### config.mk
export PLATFORM = sky130hd
export DESIGN_NAME = distance_constraint_relax
export DESIGN_NICKNAME = d
export VERILOG_FILES = /design/src/rtl/dcr_pkg.sv /design/src/rtl/distance_constraint_relax.sv /design/src/rtl/dcr_csr.sv /design/src/rtl/dcr_ctrl.sv /design/src/rtl/dcr_dp.sv
export SDC_FILE = /design/constraint.sdc
export NUM_CORES = 2
export LEC_CHECK = 0
export ABC_AREA = 1
export BUFFER_PORTS_ARGS = -buffer_cell sky130_fd_sc_hd__buf_2
export CAP_MARGIN = 10
export CORE_ASPECT_RATIO = 0.5
export CORE_MARGIN = 4
export CORE_UTILIZATION = 42
export DETAILED_ROUTE_END_ITERATION = 8
export SLEW_MARGIN = 20
export SYNTH_ARGS = -nofsm -noshare
export SYNTH_HDL_FRONTEND = slang
export SYNTH_SLANG_ARGS = --single-unit
### constraint.sdc
create_clock -name clock -period 36.5 [get_ports clock]
set_input_delay 3.65 -clock clock [delete_from_list [all_inputs] [get_ports clock]]
set_output_delay 3.65 -clock clock [all_outputs]
set_load 0.05 [all_outputs]
### src/rtl/dcr_pkg.sv
// Package for the distance constraint relaxation block.
// Holds register map, fixed field widths, FSM state, command and status types.
// No dependencies.
package dcr_pkg;

   localparam int MASS_WIDTH  = 16;
   localparam int STIFF_WIDTH = 17;
   localparam int DIST_WIDTH  = 23;
   localparam int BOUND_WIDTH = 13;
   localparam int RATIO_WIDTH = 24;
   localparam int RATIO_FRAC  = 16;
   localparam int STIFF_FRAC  = 16;
   localparam int K_WIDTH     = 25;
   localparam int CSR_ADDR_WIDTH = 5;
   localparam int CSR_DATA_WIDTH = 32;

   localparam logic [2:0] REG_REST    = 3'd0;
   localparam logic [2:0] REG_STIFF   = 3'd1;
   localparam logic [2:0] REG_TEAR    = 3'd2;
   localparam logic [2:0] REG_TEAR_EN = 3'd3;
   localparam logic [2:0] REG_BOUND_W = 3'd4;
   localparam logic [2:0] REG_BOUND_H = 3'd5;

   localparam logic [DIST_WIDTH-1:0]  REST_RESET  = 23'd10240;
   localparam logic [STIFF_WIDTH-1:0] STIFF_RESET = 17'd65536;
   localparam logic [DIST_WIDTH-1:0]  TEAR_RESET  = 23'd8388607;
   localparam logic [BOUND_WIDTH-1:0] BW_RESET    = 13'd1920;
   localparam logic [BOUND_WIDTH-1:0] BH_RESET    = 13'd1080;

   typedef struct packed {
      logic [DIST_WIDTH-1:0]  rest_distance;
      logic [STIFF_WIDTH-1:0] stiffness;
      logic [DIST_WIDTH-1:0]  tear_distance;
      logic                   tearing_enabled;
      logic [BOUND_WIDTH-1:0] bound_width;
      logic [BOUND_WIDTH-1:0] bound_height;
   } cfg_type;

   typedef enum logic [4:0] {
      S_IDLE, S_MUL_A, S_MUL_B, S_SUM, S_SQRT, S_DIVR, S_DIV1, S_RATIO,
      S_DIVS, S_DIV2, S_SPLIT, S_K1, S_K2, S_C1, S_C2, S_C3, S_C4, S_C5,
      S_BND, S_OUT
   } state_type;

   typedef enum logic [3:0] {
      MUL_DXDX, MUL_DYDY, MUL_IM_STIFF, MUL_S1_RATIO, MUL_S2_RATIO,
      MUL_DX_K1, MUL_DY_K1, MUL_DX_K2, MUL_DY_K2
   } mul_sel_type;

   typedef enum logic [3:0] {
      CAP_NONE, CAP_SQ_A, CAP_SUM, CAP_RATIO, CAP_SPLIT, CAP_K1, CAP_K2,
      CAP_CFX, CAP_CFY, CAP_CSX, CAP_CSY, CAP_BOUNDS
   } cap_sel_type;

   typedef struct packed {
      logic        load;
      mul_sel_type mul_sel;
      cap_sel_type cap;
      logic        sqrt_init;
      logic        sqrt_step;
      logic        div_init_ratio;
      logic        div_init_split;
      logic        div_step;
      logic        out_load;
   } cmd_type;

   typedef struct packed {
      logic out_free;
   } status_type;

endpackage

### src/rtl/distance_constraint_relax.sv
// Distance constraint relaxation for one cloth link per item.
// Input items arrive on the req_ stream: both link ends, inverse masses and
// the owning point's pin data; req_tlast marks the point's last link and
// req_tuser carries the pinned flag. Each result leaves on the rsp_ stream:
// corrected ends, the stretch ratio and, in rsp_tuser, the torn flag.
// Registers (rest, stiffness, tear length, tearing enable, bounds) sit on
// the csr_ APB port at byte addresses 0, 4, ... 20; write only while idle.
// One item is in flight at a time: the sequencer runs the multiplies, the
// bit-serial root and the two divisions in the shared divider, and takes
// the next item in the cycle after the result is loaded into the output
// register. A stalled rsp_ holds the result; the sequencer then waits with
// the next result until the output register is free. Reset clears the torn
// state, the output valid and loads the register defaults.
module distance_constraint_relax import dcr_pkg::*; #(
   parameter int POS_WIDTH = 24,
   parameter int FRAC_BITS = 10
) (
   input  logic clock,
   input  logic reset,
   input  logic req_tvalid,
   output logic req_tready,
   // first_x, first_y, second_x, second_y, first_inv_mass, second_inv_mass,
   // pin_x, pin_y, zero fill
   input  logic [((6*POS_WIDTH+2*MASS_WIDTH+7)/8)*8-1:0] req_tdata,
   input  logic req_tlast,
   // pinned
   input  logic req_tuser,
   output logic rsp_tvalid,
   input  logic rsp_tready,
   // new_first_x, new_first_y, new_second_x, new_second_y, stretch_ratio,
   // zero fill
   output logic [((4*POS_WIDTH+RATIO_WIDTH+7)/8)*8-1:0] rsp_tdata,
   // torn
   output logic rsp_tuser,
   input  logic csr_psel,
   input  logic csr_penable,
   input  logic csr_pwrite,
   input  logic [CSR_ADDR_WIDTH-1:0] csr_paddr,
   input  logic [CSR_DATA_WIDTH-1:0] csr_pwdata,
   output logic [CSR_DATA_WIDTH-1:0] csr_prdata,
   output logic csr_pready
);
   localparam int P      = POS_WIDTH;
   localparam int RSP_W  = ((4*P+RATIO_WIDTH+7)/8)*8;
   localparam int RW     = P + 1;
   localparam int MGW    = (RW > DIST_WIDTH) ? RW : DIST_WIDTH;
   localparam int DW     = MGW + RATIO_FRAC;
   localparam int CNT_W  = $clog2(DW + 1);
   localparam int M0     = 4 * P;

   cfg_type    cfg;
   cmd_type    cmd;
   status_type status;
   logic signed [P-1:0] nfx, nfy, nsx, nsy;
   logic signed [RATIO_WIDTH-1:0] ratio;

   dcr_csr u_csr (
      .clock(clock), .reset(reset),
      .csr_psel(csr_psel), .csr_penable(csr_penable), .csr_pwrite(csr_pwrite),
      .csr_paddr(csr_paddr), .csr_pwdata(csr_pwdata), .csr_prdata(csr_prdata),
      .csr_pready(csr_pready), .cfg(cfg)
   );

   dcr_ctrl #(.SQRT_ITERS(RW), .DIV_ITERS(DW), .CNT_WIDTH(CNT_W)) u_ctrl (
      .clock(clock), .reset(reset), .req_valid(req_tvalid), .req_ready(req_tready),
      .status(status), .cmd(cmd)
   );

   dcr_dp #(.POS_WIDTH(POS_WIDTH), .FRAC_BITS(FRAC_BITS)) u_dp (
      .clock(clock), .reset(reset), .cmd(cmd), .status(status), .cfg(cfg),
      .first_x(req_tdata[P-1:0]),
      .first_y(req_tdata[2*P-1:P]),
      .second_x(req_tdata[3*P-1:2*P]),
      .second_y(req_tdata[4*P-1:3*P]),
      .first_inv_mass(req_tdata[M0+MASS_WIDTH-1:M0]),
      .second_inv_mass(req_tdata[M0+2*MASS_WIDTH-1:M0+MASS_WIDTH]),
      .last_link(req_tlast),
      .pinned(req_tuser),
      .pin_x(req_tdata[M0+2*MASS_WIDTH+P-1:M0+2*MASS_WIDTH]),
      .pin_y(req_tdata[M0+2*MASS_WIDTH+2*P-1:M0+2*MASS_WIDTH+P]),
      .new_first_x(nfx), .new_first_y(nfy),
      .new_second_x(nsx), .new_second_y(nsy),
      .stretch_ratio(ratio), .torn(rsp_tuser),
      .rsp_valid(rsp_tvalid), .rsp_ready(rsp_tready)
   );

   assign rsp_tdata = RSP_W'({ratio, nsy, nsx, nfy, nfx});
endmodule

### src/rtl/dcr_csr.sv
// Configuration registers of the distance constraint relaxation block.
// APB-style write/read port; depends on dcr_pkg.
module dcr_csr import dcr_pkg::*; (
   input  logic                      clock,
   input  logic                      reset,
   input  logic                      csr_psel,
   input  logic                      csr_penable,
   input  logic                      csr_pwrite,
   input  logic [CSR_ADDR_WIDTH-1:0] csr_paddr,
   input  logic [CSR_DATA_WIDTH-1:0] csr_pwdata,
   output logic [CSR_DATA_WIDTH-1:0] csr_prdata,
   output logic                      csr_pready,
   output cfg_type                   cfg
);
   cfg_type    cfg_ff, cfg_in;
   logic       wr;
   logic [2:0] idx;

   assign csr_pready = 1'b1;
   assign wr  = csr_psel & csr_penable & csr_pwrite;
   assign idx = csr_paddr[4:2];
   assign cfg = cfg_ff;

   always_comb begin
      cfg_in = cfg_ff;
      if (wr) begin
         case (idx)
            REG_REST:    cfg_in.rest_distance   = csr_pwdata[DIST_WIDTH-1:0];
            REG_STIFF:   cfg_in.stiffness       = csr_pwdata[STIFF_WIDTH-1:0];
            REG_TEAR:    cfg_in.tear_distance   = csr_pwdata[DIST_WIDTH-1:0];
            REG_TEAR_EN: cfg_in.tearing_enabled = csr_pwdata[0];
            REG_BOUND_W: cfg_in.bound_width     = csr_pwdata[BOUND_WIDTH-1:0];
            REG_BOUND_H: cfg_in.bound_height    = csr_pwdata[BOUND_WIDTH-1:0];
            default: ;
         endcase
      end
   end

   always_comb begin
      case (idx)
         REG_REST:    csr_prdata = CSR_DATA_WIDTH'(cfg_ff.rest_distance);
         REG_STIFF:   csr_prdata = CSR_DATA_WIDTH'(cfg_ff.stiffness);
         REG_TEAR:    csr_prdata = CSR_DATA_WIDTH'(cfg_ff.tear_distance);
         REG_TEAR_EN: csr_prdata = CSR_DATA_WIDTH'(cfg_ff.tearing_enabled);
         REG_BOUND_W: csr_prdata = CSR_DATA_WIDTH'(cfg_ff.bound_width);
         REG_BOUND_H: csr_prdata = CSR_DATA_WIDTH'(cfg_ff.bound_height);
         default:     csr_prdata = '0;
      endcase
   end

   always_ff @(posedge clock) begin
      if (reset) begin
         cfg_ff.rest_distance   <= REST_RESET;
         cfg_ff.stiffness       <= STIFF_RESET;
         cfg_ff.tear_distance   <= TEAR_RESET;
         cfg_ff.tearing_enabled <= 1'b0;
         cfg_ff.bound_width     <= BW_RESET;
         cfg_ff.bound_height    <= BH_RESET;
      end else begin
         cfg_ff <= cfg_in;
      end
   end
endmodule

### src/rtl/dcr_ctrl.sv
// Sequencer of the distance constraint relaxation block.
// Steps the datapath through multiply, root, divide and correct; uses dcr_pkg.
module dcr_ctrl import dcr_pkg::*; #(
   parameter int SQRT_ITERS = 25,
   parameter int DIV_ITERS  = 41,
   parameter int CNT_WIDTH  = 6
) (
   input  logic       clock,
   input  logic       reset,
   input  logic       req_valid,
   output logic       req_ready,
   input  status_type status,
   output cmd_type    cmd
);
   state_type             state_ff, state_in;
   logic [CNT_WIDTH-1:0]  cnt_ff, cnt_in;

   always_ff @(posedge clock) begin
      if (reset) begin
         state_ff <= S_IDLE;
         cnt_ff   <= '0;
      end else begin
         state_ff <= state_in;
         cnt_ff   <= cnt_in;
      end
   end

   always_comb begin
      state_in           = state_ff;
      cnt_in             = cnt_ff;
      req_ready          = 1'b0;
      cmd.load           = 1'b0;
      cmd.mul_sel        = MUL_DXDX;
      cmd.cap            = CAP_NONE;
      cmd.sqrt_init      = 1'b0;
      cmd.sqrt_step      = 1'b0;
      cmd.div_init_ratio = 1'b0;
      cmd.div_init_split = 1'b0;
      cmd.div_step       = 1'b0;
      cmd.out_load       = 1'b0;
      case (state_ff)
         S_IDLE: begin
            req_ready = 1'b1;
            if (req_valid) begin
               cmd.load = 1'b1;
               state_in = S_MUL_A;
            end
         end
         S_MUL_A: begin
            cmd.mul_sel = MUL_DXDX;
            state_in    = S_MUL_B;
         end
         S_MUL_B: begin
            cmd.mul_sel = MUL_DYDY;
            cmd.cap     = CAP_SQ_A;
            state_in    = S_SUM;
         end
         S_SUM: begin
            cmd.cap       = CAP_SUM;
            cmd.sqrt_init = 1'b1;
            cnt_in        = CNT_WIDTH'(SQRT_ITERS);
            state_in      = S_SQRT;
         end
         S_SQRT: begin
            cmd.sqrt_step = 1'b1;
            cnt_in        = cnt_ff - 1'b1;
            if (cnt_ff == CNT_WIDTH'(1)) state_in = S_DIVR;
         end
         S_DIVR: begin
            cmd.div_init_ratio = 1'b1;
            cnt_in             = CNT_WIDTH'(DIV_ITERS);
            state_in           = S_DIV1;
         end
         S_DIV1: begin
            cmd.div_step = 1'b1;
            cnt_in       = cnt_ff - 1'b1;
            if (cnt_ff == CNT_WIDTH'(1)) state_in = S_RATIO;
         end
         S_RATIO: begin
            cmd.cap     = CAP_RATIO;
            cmd.mul_sel = MUL_IM_STIFF;
            state_in    = S_DIVS;
         end
         S_DIVS: begin
            cmd.div_init_split = 1'b1;
            cnt_in             = CNT_WIDTH'(DIV_ITERS);
            state_in           = S_DIV2;
         end
         S_DIV2: begin
            cmd.div_step = 1'b1;
            cnt_in       = cnt_ff - 1'b1;
            if (cnt_ff == CNT_WIDTH'(1)) state_in = S_SPLIT;
         end
         S_SPLIT: begin
            cmd.cap  = CAP_SPLIT;
            state_in = S_K1;
         end
         S_K1: begin
            cmd.mul_sel = MUL_S1_RATIO;
            state_in    = S_K2;
         end
         S_K2: begin
            cmd.mul_sel = MUL_S2_RATIO;
            cmd.cap     = CAP_K1;
            state_in    = S_C1;
         end
         S_C1: begin
            cmd.mul_sel = MUL_DX_K1;
            cmd.cap     = CAP_K2;
            state_in    = S_C2;
         end
         S_C2: begin
            cmd.mul_sel = MUL_DY_K1;
            cmd.cap     = CAP_CFX;
            state_in    = S_C3;
         end
         S_C3: begin
            cmd.mul_sel = MUL_DX_K2;
            cmd.cap     = CAP_CFY;
            state_in    = S_C4;
         end
         S_C4: begin
            cmd.mul_sel = MUL_DY_K2;
            cmd.cap     = CAP_CSX;
            state_in    = S_C5;
         end
         S_C5: begin
            cmd.cap  = CAP_CSY;
            state_in = S_BND;
         end
         S_BND: begin
            cmd.cap  = CAP_BOUNDS;
            state_in = S_OUT;
         end
         S_OUT: begin
            if (status.out_free) begin
               cmd.out_load = 1'b1;
               state_in     = S_IDLE;
            end
         end
         default: state_in = S_IDLE;
      endcase
   end

   a_accept_starts: assert property (@(posedge clock) disable iff (reset)
      (req_valid && req_ready) |=> (state_ff == S_MUL_A))
      else $error("accepted item did not start");
   a_cnt_bound: assert property (@(posedge clock) disable iff (reset)
      cnt_ff <= CNT_WIDTH'(DIV_ITERS))
      else $error("iteration count out of range");
   a_out_wait: assert property (@(posedge clock) disable iff (reset)
      (state_ff == S_OUT && !status.out_free) |=> (state_ff == S_OUT))
      else $error("result dropped while output stalled");
endmodule

### src/rtl/dcr_dp.sv
// Datapath of the distance constraint relaxation block: shared multiplier,
// bit-serial root, restoring divider, correction, bounds and output stage.
// Depends on dcr_pkg; driven by dcr_ctrl.
module dcr_dp import dcr_pkg::*; #(
   parameter int POS_WIDTH = 24,
   parameter int FRAC_BITS = 10
) (
   input  logic                        clock,
   input  logic                        reset,
   input  cmd_type                     cmd,
   output status_type                  status,
   input  cfg_type                     cfg,
   input  logic signed [POS_WIDTH-1:0] first_x,
   input  logic signed [POS_WIDTH-1:0] first_y,
   input  logic signed [POS_WIDTH-1:0] second_x,
   input  logic signed [POS_WIDTH-1:0] second_y,
   input  logic [MASS_WIDTH-1:0]       first_inv_mass,
   input  logic [MASS_WIDTH-1:0]       second_inv_mass,
   input  logic                        last_link,
   input  logic                        pinned,
   input  logic signed [POS_WIDTH-1:0] pin_x,
   input  logic signed [POS_WIDTH-1:0] pin_y,
   output logic signed [POS_WIDTH-1:0] new_first_x,
   output logic signed [POS_WIDTH-1:0] new_first_y,
   output logic signed [POS_WIDTH-1:0] new_second_x,
   output logic signed [POS_WIDTH-1:0] new_second_y,
   output logic signed [RATIO_WIDTH-1:0] stretch_ratio,
   output logic                        torn,
   output logic                        rsp_valid,
   input  logic                        rsp_ready
);
   localparam int P   = POS_WIDTH;
   localparam int F   = FRAC_BITS;
   localparam int RW  = P + 1;
   localparam int MW  = (RW > K_WIDTH) ? RW : K_WIDTH;
   localparam int PW  = 2 * MW;
   localparam int SW  = 2 * P + 2;
   localparam int RMW = RW + 3;
   localparam int MGW = (RW > DIST_WIDTH) ? RW : DIST_WIDTH;
   localparam int DW  = MGW + RATIO_FRAC;
   localparam int DVW = (RW > STIFF_WIDTH) ? RW : STIFF_WIDTH;
   localparam int CW  = PW - RATIO_FRAC + 2;
   localparam int EW  = ((P > BOUND_WIDTH + 1 + F) ? P : BOUND_WIDTH + 1 + F) + 3;
   localparam int RMAX = (1 << (RATIO_WIDTH - 1)) - 1;
   localparam int RMIN = 1 << (RATIO_WIDTH - 1);

   // input item
   logic signed [P-1:0] fx_ff, fy_ff, sx_ff, sy_ff, px_ff, py_ff;
   logic [MASS_WIDTH-1:0] im1_ff, im2_ff;
   logic last_ff, pin_ff;
   // working registers
   logic [PW-1:0]  prod_ff, prod_in;
   logic [PW-1:0]  sq_a_ff;
   logic [SW-1:0]  sum_ff, sum_in;
   logic [RMW-1:0] rem_ff, rem_in;
   logic [RW-1:0]  root_ff, root_in;
   logic [DW-1:0]  q_ff, q_in;
   logic [DVW:0]   r_ff, r_in;
   logic [DVW-1:0] d_ff, d_in;
   logic           num_neg_ff;
   logic signed [RATIO_WIDTH-1:0] ratio_ff;
   logic           nocorr_ff, torn_ff, torn_in;
   logic [STIFF_WIDTH-1:0] s1_ff, s2_ff;
   logic [K_WIDTH-1:0] k1_ff, k2_ff;
   logic signed [P-1:0] nfx_ff, nfy_ff, nsx_ff, nsy_ff;
   logic signed [P-1:0] ofx_ff, ofy_ff, osx_ff, osy_ff;
   logic signed [RATIO_WIDTH-1:0] oratio_ff;
   logic otorn_ff, out_valid_ff;

   logic signed [RW-1:0] dx, dy;
   logic [RW-1:0]  adx, ady;
   logic [MW-1:0]  op_a, op_b;
   logic [RATIO_WIDTH-1:0] ratio_mag;
   logic           ratio_neg;
   logic [RMW-1:0] rem2, trial;
   logic           sq_ge;
   logic [DVW:0]   r2;
   logic           dv_ge;
   logic signed [MGW:0] num;
   logic [MGW-1:0] num_mag;
   logic [MASS_WIDTH:0] im_sum;
   logic signed [RATIO_WIDTH-1:0] ratio_val;
   logic           tear;
   logic [STIFF_WIDTH-1:0] s1_val;
   logic signed [P-1:0] c_base, c_res;
   logic           c_neg;
   logic [PW-RATIO_FRAC-1:0] c_mag;
   logic signed [CW-1:0] c_sum;
   logic signed [EW-1:0] one, wm1, hm1, by0, by1, by2, bx0, bx1, bx2;
   logic signed [P-1:0] by_sat, bx_sat;

   assign dx  = {fx_ff[P-1], fx_ff} - {sx_ff[P-1], sx_ff};
   assign dy  = {fy_ff[P-1], fy_ff} - {sy_ff[P-1], sy_ff};
   assign adx = dx[RW-1] ? RW'(-dx) : RW'(dx);
   assign ady = dy[RW-1] ? RW'(-dy) : RW'(dy);
   assign ratio_neg = ratio_ff[RATIO_WIDTH-1];
   assign ratio_mag = ratio_neg ? RATIO_WIDTH'(-ratio_ff) : RATIO_WIDTH'(ratio_ff);

   // shared multiplier, registered
   always_comb begin
      case (cmd.mul_sel)
         MUL_DXDX:     begin op_a = MW'(adx);    op_b = MW'(adx); end
         MUL_DYDY:     begin op_a = MW'(ady);    op_b = MW'(ady); end
         MUL_IM_STIFF: begin op_a = MW'(im1_ff); op_b = MW'(cfg.stiffness); end
         MUL_S1_RATIO: begin op_a = MW'(s1_ff);  op_b = MW'(ratio_mag); end
         MUL_S2_RATIO: begin op_a = MW'(s2_ff);  op_b = MW'(ratio_mag); end
         MUL_DX_K1:    begin op_a = MW'(adx);    op_b = MW'(k1_ff); end
         MUL_DY_K1:    begin op_a = MW'(ady);    op_b = MW'(k1_ff); end
         MUL_DX_K2:    begin op_a = MW'(adx);    op_b = MW'(k2_ff); end
         MUL_DY_K2:    begin op_a = MW'(ady);    op_b = MW'(k2_ff); end
         default:      begin op_a = '0;          op_b = '0; end
      endcase
      prod_in = PW'(op_a) * PW'(op_b);
   end

   // root, one result bit per step
   assign rem2  = {rem_ff[RMW-3:0], sum_ff[SW-1:SW-2]};
   assign trial = RMW'({root_ff, 2'b01});
   assign sq_ge = rem2 >= trial;

   always_comb begin
      sum_in  = sum_ff;
      rem_in  = rem_ff;
      root_in = root_ff;
      if (cmd.cap == CAP_SUM) begin
         sum_in = SW'(sq_a_ff) + SW'(prod_ff);
      end
      if (cmd.sqrt_init) begin
         rem_in  = '0;
         root_in = '0;
      end else if (cmd.sqrt_step) begin
         sum_in  = {sum_ff[SW-3:0], 2'b00};
         rem_in  = sq_ge ? rem2 - trial : rem2;
         root_in = {root_ff[RW-2:0], sq_ge};
      end
   end

   // restoring divider, one quotient bit per step
   assign num     = $signed({{(MGW+1-DIST_WIDTH){1'b0}}, cfg.rest_distance})
                    - $signed({{(MGW+1-RW){1'b0}}, root_ff});
   assign num_mag = num[MGW] ? MGW'(-num) : MGW'(num);
   assign im_sum  = {1'b0, im1_ff} + {1'b0, im2_ff};
   assign r2      = {r_ff[DVW-1:0], q_ff[DW-1]};
   assign dv_ge   = r2 >= {1'b0, d_ff};

   always_comb begin
      q_in = q_ff;
      r_in = r_ff;
      d_in = d_ff;
      if (cmd.div_init_ratio) begin
         q_in = {num_mag, {RATIO_FRAC{1'b0}}};
         r_in = '0;
         d_in = DVW'(root_ff);
      end else if (cmd.div_init_split) begin
         q_in = DW'(prod_ff[STIFF_WIDTH+MASS_WIDTH-1:0]);
         r_in = '0;
         d_in = DVW'(im_sum);
      end else if (cmd.div_step) begin
         r_in = dv_ge ? r2 - {1'b0, d_ff} : r2;
         q_in = {q_ff[DW-2:0], dv_ge};
      end
   end

   // saturated ratio and tear test
   always_comb begin
      if (root_ff == '0) begin
         ratio_val = '0;
      end else if (!num_neg_ff) begin
         ratio_val = (q_ff > DW'(RMAX)) ? RATIO_WIDTH'(RMAX) : RATIO_WIDTH'(q_ff);
      end else begin
         ratio_val = (q_ff > DW'(RMIN)) ? RATIO_WIDTH'(RMIN) : RATIO_WIDTH'(-q_ff);
      end
      tear    = cfg.tearing_enabled && (MGW'(root_ff) > MGW'(cfg.tear_distance));
      torn_in = torn_ff;
      if (cmd.cap == CAP_RATIO) torn_in = torn_ff | tear;
      else if (cmd.out_load && last_ff) torn_in = 1'b0;
      s1_val  = (im_sum == '0) ? '0 : q_ff[STIFF_WIDTH-1:0];
   end

   // corrected position of one coordinate
   always_comb begin
      case (cmd.cap)
         CAP_CFX: begin c_base = fx_ff; c_neg = dx[RW-1] ^ ratio_neg; end
         CAP_CFY: begin c_base = fy_ff; c_neg = dy[RW-1] ^ ratio_neg; end
         CAP_CSX: begin c_base = sx_ff; c_neg = ~(dx[RW-1] ^ ratio_neg); end
         CAP_CSY: begin c_base = sy_ff; c_neg = ~(dy[RW-1] ^ ratio_neg); end
         default: begin c_base = fx_ff; c_neg = 1'b0; end
      endcase
      c_mag = prod_ff[PW-1:RATIO_FRAC];
      c_sum = CW'(c_base) + (c_neg ? -$signed({2'b00, c_mag}) : $signed({2'b00, c_mag}));
      if (nocorr_ff) c_res = c_base;
      else if (c_sum > CW'(signed'({1'b0, {(P-1){1'b1}}}))) c_res = {1'b0, {(P-1){1'b1}}};
      else if (c_sum < -CW'(signed'({1'b0, {(P-1){1'b1}}})) - 1) c_res = {1'b1, {(P-1){1'b0}}};
      else c_res = c_sum[P-1:0];
   end

   // reflection at the screen bounds
   always_comb begin
      one = EW'(1) <<< F;
      wm1 = (EW'(cfg.bound_width) <<< F) - one;
      hm1 = (EW'(cfg.bound_height) <<< F) - one;
      by0 = EW'(nfy_ff);
      by1 = (by0 < one) ? (one <<< 1) - by0 : by0;
      by2 = (by1 > hm1) ? (hm1 <<< 1) - by1 : by1;
      bx0 = EW'(nfx_ff);
      bx1 = (bx0 > wm1) ? (wm1 <<< 1) - bx0 : bx0;
      bx2 = (bx1 < one) ? (one <<< 1) - bx1 : bx1;
      if (by2 > EW'(signed'({1'b0, {(P-1){1'b1}}}))) by_sat = {1'b0, {(P-1){1'b1}}};
      else if (by2 < -EW'(signed'({1'b0, {(P-1){1'b1}}})) - 1) by_sat = {1'b1, {(P-1){1'b0}}};
      else by_sat = by2[P-1:0];
      if (bx2 > EW'(signed'({1'b0, {(P-1){1'b1}}}))) bx_sat = {1'b0, {(P-1){1'b1}}};
      else if (bx2 < -EW'(signed'({1'b0, {(P-1){1'b1}}})) - 1) bx_sat = {1'b1, {(P-1){1'b0}}};
      else bx_sat = bx2[P-1:0];
   end

   assign status.out_free = !out_valid_ff || rsp_ready;

   always_ff @(posedge clock) begin
      if (reset) begin
         torn_ff      <= 1'b0;
         out_valid_ff <= 1'b0;
      end else begin
         torn_ff      <= torn_in;
         out_valid_ff <= cmd.out_load ? 1'b1 : (rsp_ready ? 1'b0 : out_valid_ff);
      end
   end

   always_ff @(posedge clock) begin
      prod_ff <= prod_in;
      sum_ff  <= sum_in;
      rem_ff  <= rem_in;
      root_ff <= root_in;
      q_ff    <= q_in;
      r_ff    <= r_in;
      d_ff    <= d_in;
      if (cmd.load) begin
         fx_ff   <= first_x;
         fy_ff   <= first_y;
         sx_ff   <= second_x;
         sy_ff   <= second_y;
         px_ff   <= pin_x;
         py_ff   <= pin_y;
         im1_ff  <= first_inv_mass;
         im2_ff  <= second_inv_mass;
         last_ff <= last_link;
         pin_ff  <= pinned;
      end
      if (cmd.div_init_ratio) num_neg_ff <= num[MGW];
      case (cmd.cap)
         CAP_SQ_A:  sq_a_ff <= prod_ff;
         CAP_RATIO: begin
            ratio_ff  <= ratio_val;
            nocorr_ff <= (torn_ff | tear) | (root_ff == '0);
         end
         CAP_SPLIT: begin
            s1_ff <= s1_val;
            s2_ff <= (im_sum == '0) ? '0 : cfg.stiffness - s1_val;
         end
         CAP_K1:  k1_ff  <= prod_ff[STIFF_FRAC +: K_WIDTH];
         CAP_K2:  k2_ff  <= prod_ff[STIFF_FRAC +: K_WIDTH];
         CAP_CFX: nfx_ff <= c_res;
         CAP_CFY: nfy_ff <= c_res;
         CAP_CSX: nsx_ff <= c_res;
         CAP_CSY: nsy_ff <= c_res;
         CAP_BOUNDS: begin
            if (last_ff) begin
               nfx_ff <= pin_ff ? px_ff : bx_sat;
               nfy_ff <= pin_ff ? py_ff : by_sat;
            end
         end
         default: ;
      endcase
      if (cmd.out_load) begin
         ofx_ff    <= nfx_ff;
         ofy_ff    <= nfy_ff;
         osx_ff    <= nsx_ff;
         osy_ff    <= nsy_ff;
         oratio_ff <= ratio_ff;
         otorn_ff  <= torn_ff;
      end
   end

   assign new_first_x   = ofx_ff;
   assign new_first_y   = ofy_ff;
   assign new_second_x  = osx_ff;
   assign new_second_y  = osy_ff;
   assign stretch_ratio = oratio_ff;
   assign torn          = otorn_ff;
   assign rsp_valid     = out_valid_ff;
endmodule

==> impl_metrics.tcl <==
set metrics [dict create \
    fmax_ghz 0.0859 \
    reg2reg_to "u_dp.prod_ff[43]$_DFF_P_" \
    fp.dieArea_um2 194000 \
    place_ws_ns 25.17 \
    crit_top_cell "inv_1" \
    drive_gt1_share_pct 7.40 \
    tightest_slew_ns 1.19 \
    placed_cells 12700 \
    io_pins 378 \
    ys_ff_latch 900 \
    cp-end-kind "flop" \
    crit_arrival_ns 12.24 \
    die_x_um 619 \
    grt_use_total_pct 27.7 \
    syn_area_um2 78500 \
    post_cts_buffers 0 \
    wl_per_cell_um 21.2 \
    antenna_found_initial 38 \
    drv_cap 0 \
    final_core_util_pct 46.6 \
    clk_pin_slew_ns 0.07 \
    layout_commonest_cell "nand2_1" \
    gr-total-overflow 0 \
    whs_path_depth 0 \
    synth-edff-count 605 \
    setup_violations 0 \
    drt_iter0_markers 6687 \
    path_class "reg -> reg" \
    gp_congestion 1.00 \
    drt_first_pass_iters 6 \
    slowest_delay_ns 0.64 \
    critPathSlowestCell "fa_1" \
    fin_ws_ns 24.86 \
    vias_per_cell 5.35 \
    drc_errors 0 \
    required_ns 37.10 \
    startpoint_type "flop" \
    rows 111 \
    slew_headroom_pct 20.9 \
    start_util_pct 42.5 \
    grt_max_degree 90 \
    cts_tree "done" \
    avgSynthCellArea_um2 7.82 \
    clockBufferDepth 3 \
    layout_min_cycle_time_ns 11.64 \
    reg2regPathDepth 42 \
    fin_cells 12900 \
    setup_tns_ns 0 \
    status "finished clean" \
    syn_inst 10000 \
    clkLatencyLatePin_ns 0.74 \
    cts_hold_repair.buffers 0 \
    grt_pass1_vias 66800 \
    core_area_um2 184000 \
    timing.final.max_slew_violations 0 \
    fin_nets 11600 \
    r2r_setup_slack_ns 24.86 \
    ant_nets 0 \
    htree_levels 3 \
    clockRootBuffer "clkbuf_16" \
    dp_hpwl_mm 214 \
    synthFlopType "edfxtp_1" \
    port_buffers 356 \
    routed_wirelength_mm 273 \
    finalCritPeriodShare_pct 31.9 \
    seq_area_frac_synth_pct 30.7 \
    finalClockSkew_ns 0.0448 \
    cp_max_fo 27 \
    synth_cell_types 71 \
    routed-via-count 68900 \
    grt_pass1_wl_mm 411 \
    async_flop_share_pct 0 \
    final_cell_mix "2387 x nand2_1, 1792 x inv_1, 804 x nor2_1" \
    cp-endpoint "u_dp.prod_ff[43]$_DFF_P_" \
    ctsResizeCount 0 \
    rsz0062_at_grt "false" \
    hp-class "reg -> reg" \
    clock_sinks 900 \
    hold_viol 0 \
    r2r-start "u_ctrl.state_ff[4]$_SDFFE_PP0P_" \
    ys.warnings.count 0 \
    die_y_um 314 \
    cp-startpoint "u_ctrl.state_ff[4]$_SDFFE_PP0P_" \
    numCtsBuffers 94 \
    area_growth_pct 9.64 \
]
critical path, delay by kind of cell, from the launching register on:
kind | cells | cell delay (ns)
adder cells (fa/ha/maj) | 8 | 4.36
flip-flops | 1 | 0.38
XOR/XNOR | 1 | 0.32
AND/OR/NAND/NOR | 14 | 3.21
AO/OA/AOI/OAI | 4 | 0.76
buffers and inverters | 15 | 2.47
synthesized netlist by cell type, drive strengths merged, types with 3 or more instances:
library cell | count | area (um^2)
o21ai | 558 | 2800
nand2 | 2408 | 9110
xnor2 | 108 | 946
a211oi | 18 | 135
or3 | 3 | 18.8
o211ai | 67 | 518
o31ai | 14 | 105
a21boi | 37 | 282
nand3b | 26 | 210
ha | 519 | 6490
a21o | 24 | 180
clkbuf | 173 | 649
or4 | 3 | 22.5
nor3 | 125 | 673
nand3 | 393 | 2030
nand4 | 118 | 738
o21bai | 24 | 180
a22o | 13 | 114
o21a | 32 | 240
a31oi | 46 | 288
clkinv | 9 | 33.8
or2 | 46 | 288
o2111ai | 7 | 61.3
and3 | 3 | 18.8
xor2 | 253 | 2240
inv | 1814 | 6810
o221ai | 27 | 236
nor4 | 40 | 272
o22ai | 52 | 325
a221oi | 57 | 499
a21oi | 597 | 3010
dfxtp | 295 | 5910
edfxtp | 605 | 18200
fa | 534 | 10700
a32o | 3 | 30.0
buf | 120 | 723
and2 | 4 | 25.0
nor2 | 833 | 3190
a22oi | 13 | 97.6
sequential cells by signal (all words and copies together), names as in the netlist, 25 cells and up:
| name | cells |
|---|---|
| u_dp.r_ff | 25 |
| u_dp.d_ff | 25 |
| u_csr.cfg | 90 |
| u_dp.k1_ff | 25 |
| u_dp.rem_ff | 26 |
| u_dp.sum_ff | 50 |
| u_dp.root_ff | 25 |
| u_dp.prod_ff | 50 |
| u_dp.q_ff | 41 |
| u_dp.k2_ff | 25 |
| u_dp.sq_a_ff | 50 |
metrics by stage:
step	area [um^2]	hold slack, ns
finish	86000	0.418
CTS	86000	0.419
global placement	82900	0.401
floorplan	78500	0.400
global route	86000	0.421
detailed placement	82900	0.405
worst min path at each step:
stage | end | slack (ns) | from
global route | u_dp.new_second_y[22]$_DFFE_PP_ | 0.42 | u_dp.nsy_ff[22]$_DFFE_PN_
finish | u_dp.new_second_y[0]$_DFFE_PP_ | 0.42 | u_dp.nsy_ff[0]$_DFFE_PN_
CTS | u_dp.new_second_x[23]$_DFFE_PP_ | 0.42 | u_dp.nsx_ff[23]$_DFFE_PP_
detailed placement | u_dp.new_second_x[10]$_DFFE_PP_ | 0.40 | u_dp.nsx_ff[10]$_DFFE_PP_
floorplan | u_dp.new_second_x[0]$_DFFE_PP_ | 0.40 | u_dp.nsx_ff[0]$_DFFE_PP_
global placement | u_dp.new_second_x[0]$_DFFE_PP_ | 0.40 | u_dp.nsx_ff[0]$_DFFE_PP_
cell type report:
type	instances	area [um^2]
clock inverters	46	419
diodes	16	40.0
inverters	1823	6840
multi-input cells	7029	46400
clock buffers	129	2700
fillers	18600	98400
flip-flops and latches	900	24100
well taps	2486	3110
repair buffers	450	2490
metal layers:
metal	share of wire [%]	track usage [%]
met1	44	39.0
met2	44	43.1
met4	3.2	8.40
met3	8.5	5.47
met5	0.0048	0
logic make-up after synthesis:
group / after synthesis / share of synthesized area (%)
buffers and inverters: 2116 / 10.5
multiplexers: 2 / 0.0255
adder cells (fa/ha/maj): 1053 / 21.9
AND/OR/NAND/NOR: 4005 / 21.2
AO/OA/AOI/OAI: 1596 / 11.7
other: 2 / 0.00957
flip-flops: 900 / 30.7
XOR/XNOR: 361 / 4.06
Power is left out: the tool's default activity adds up to more than one toggle a clock period on the data nets, which glitch-free logic cannot reach.
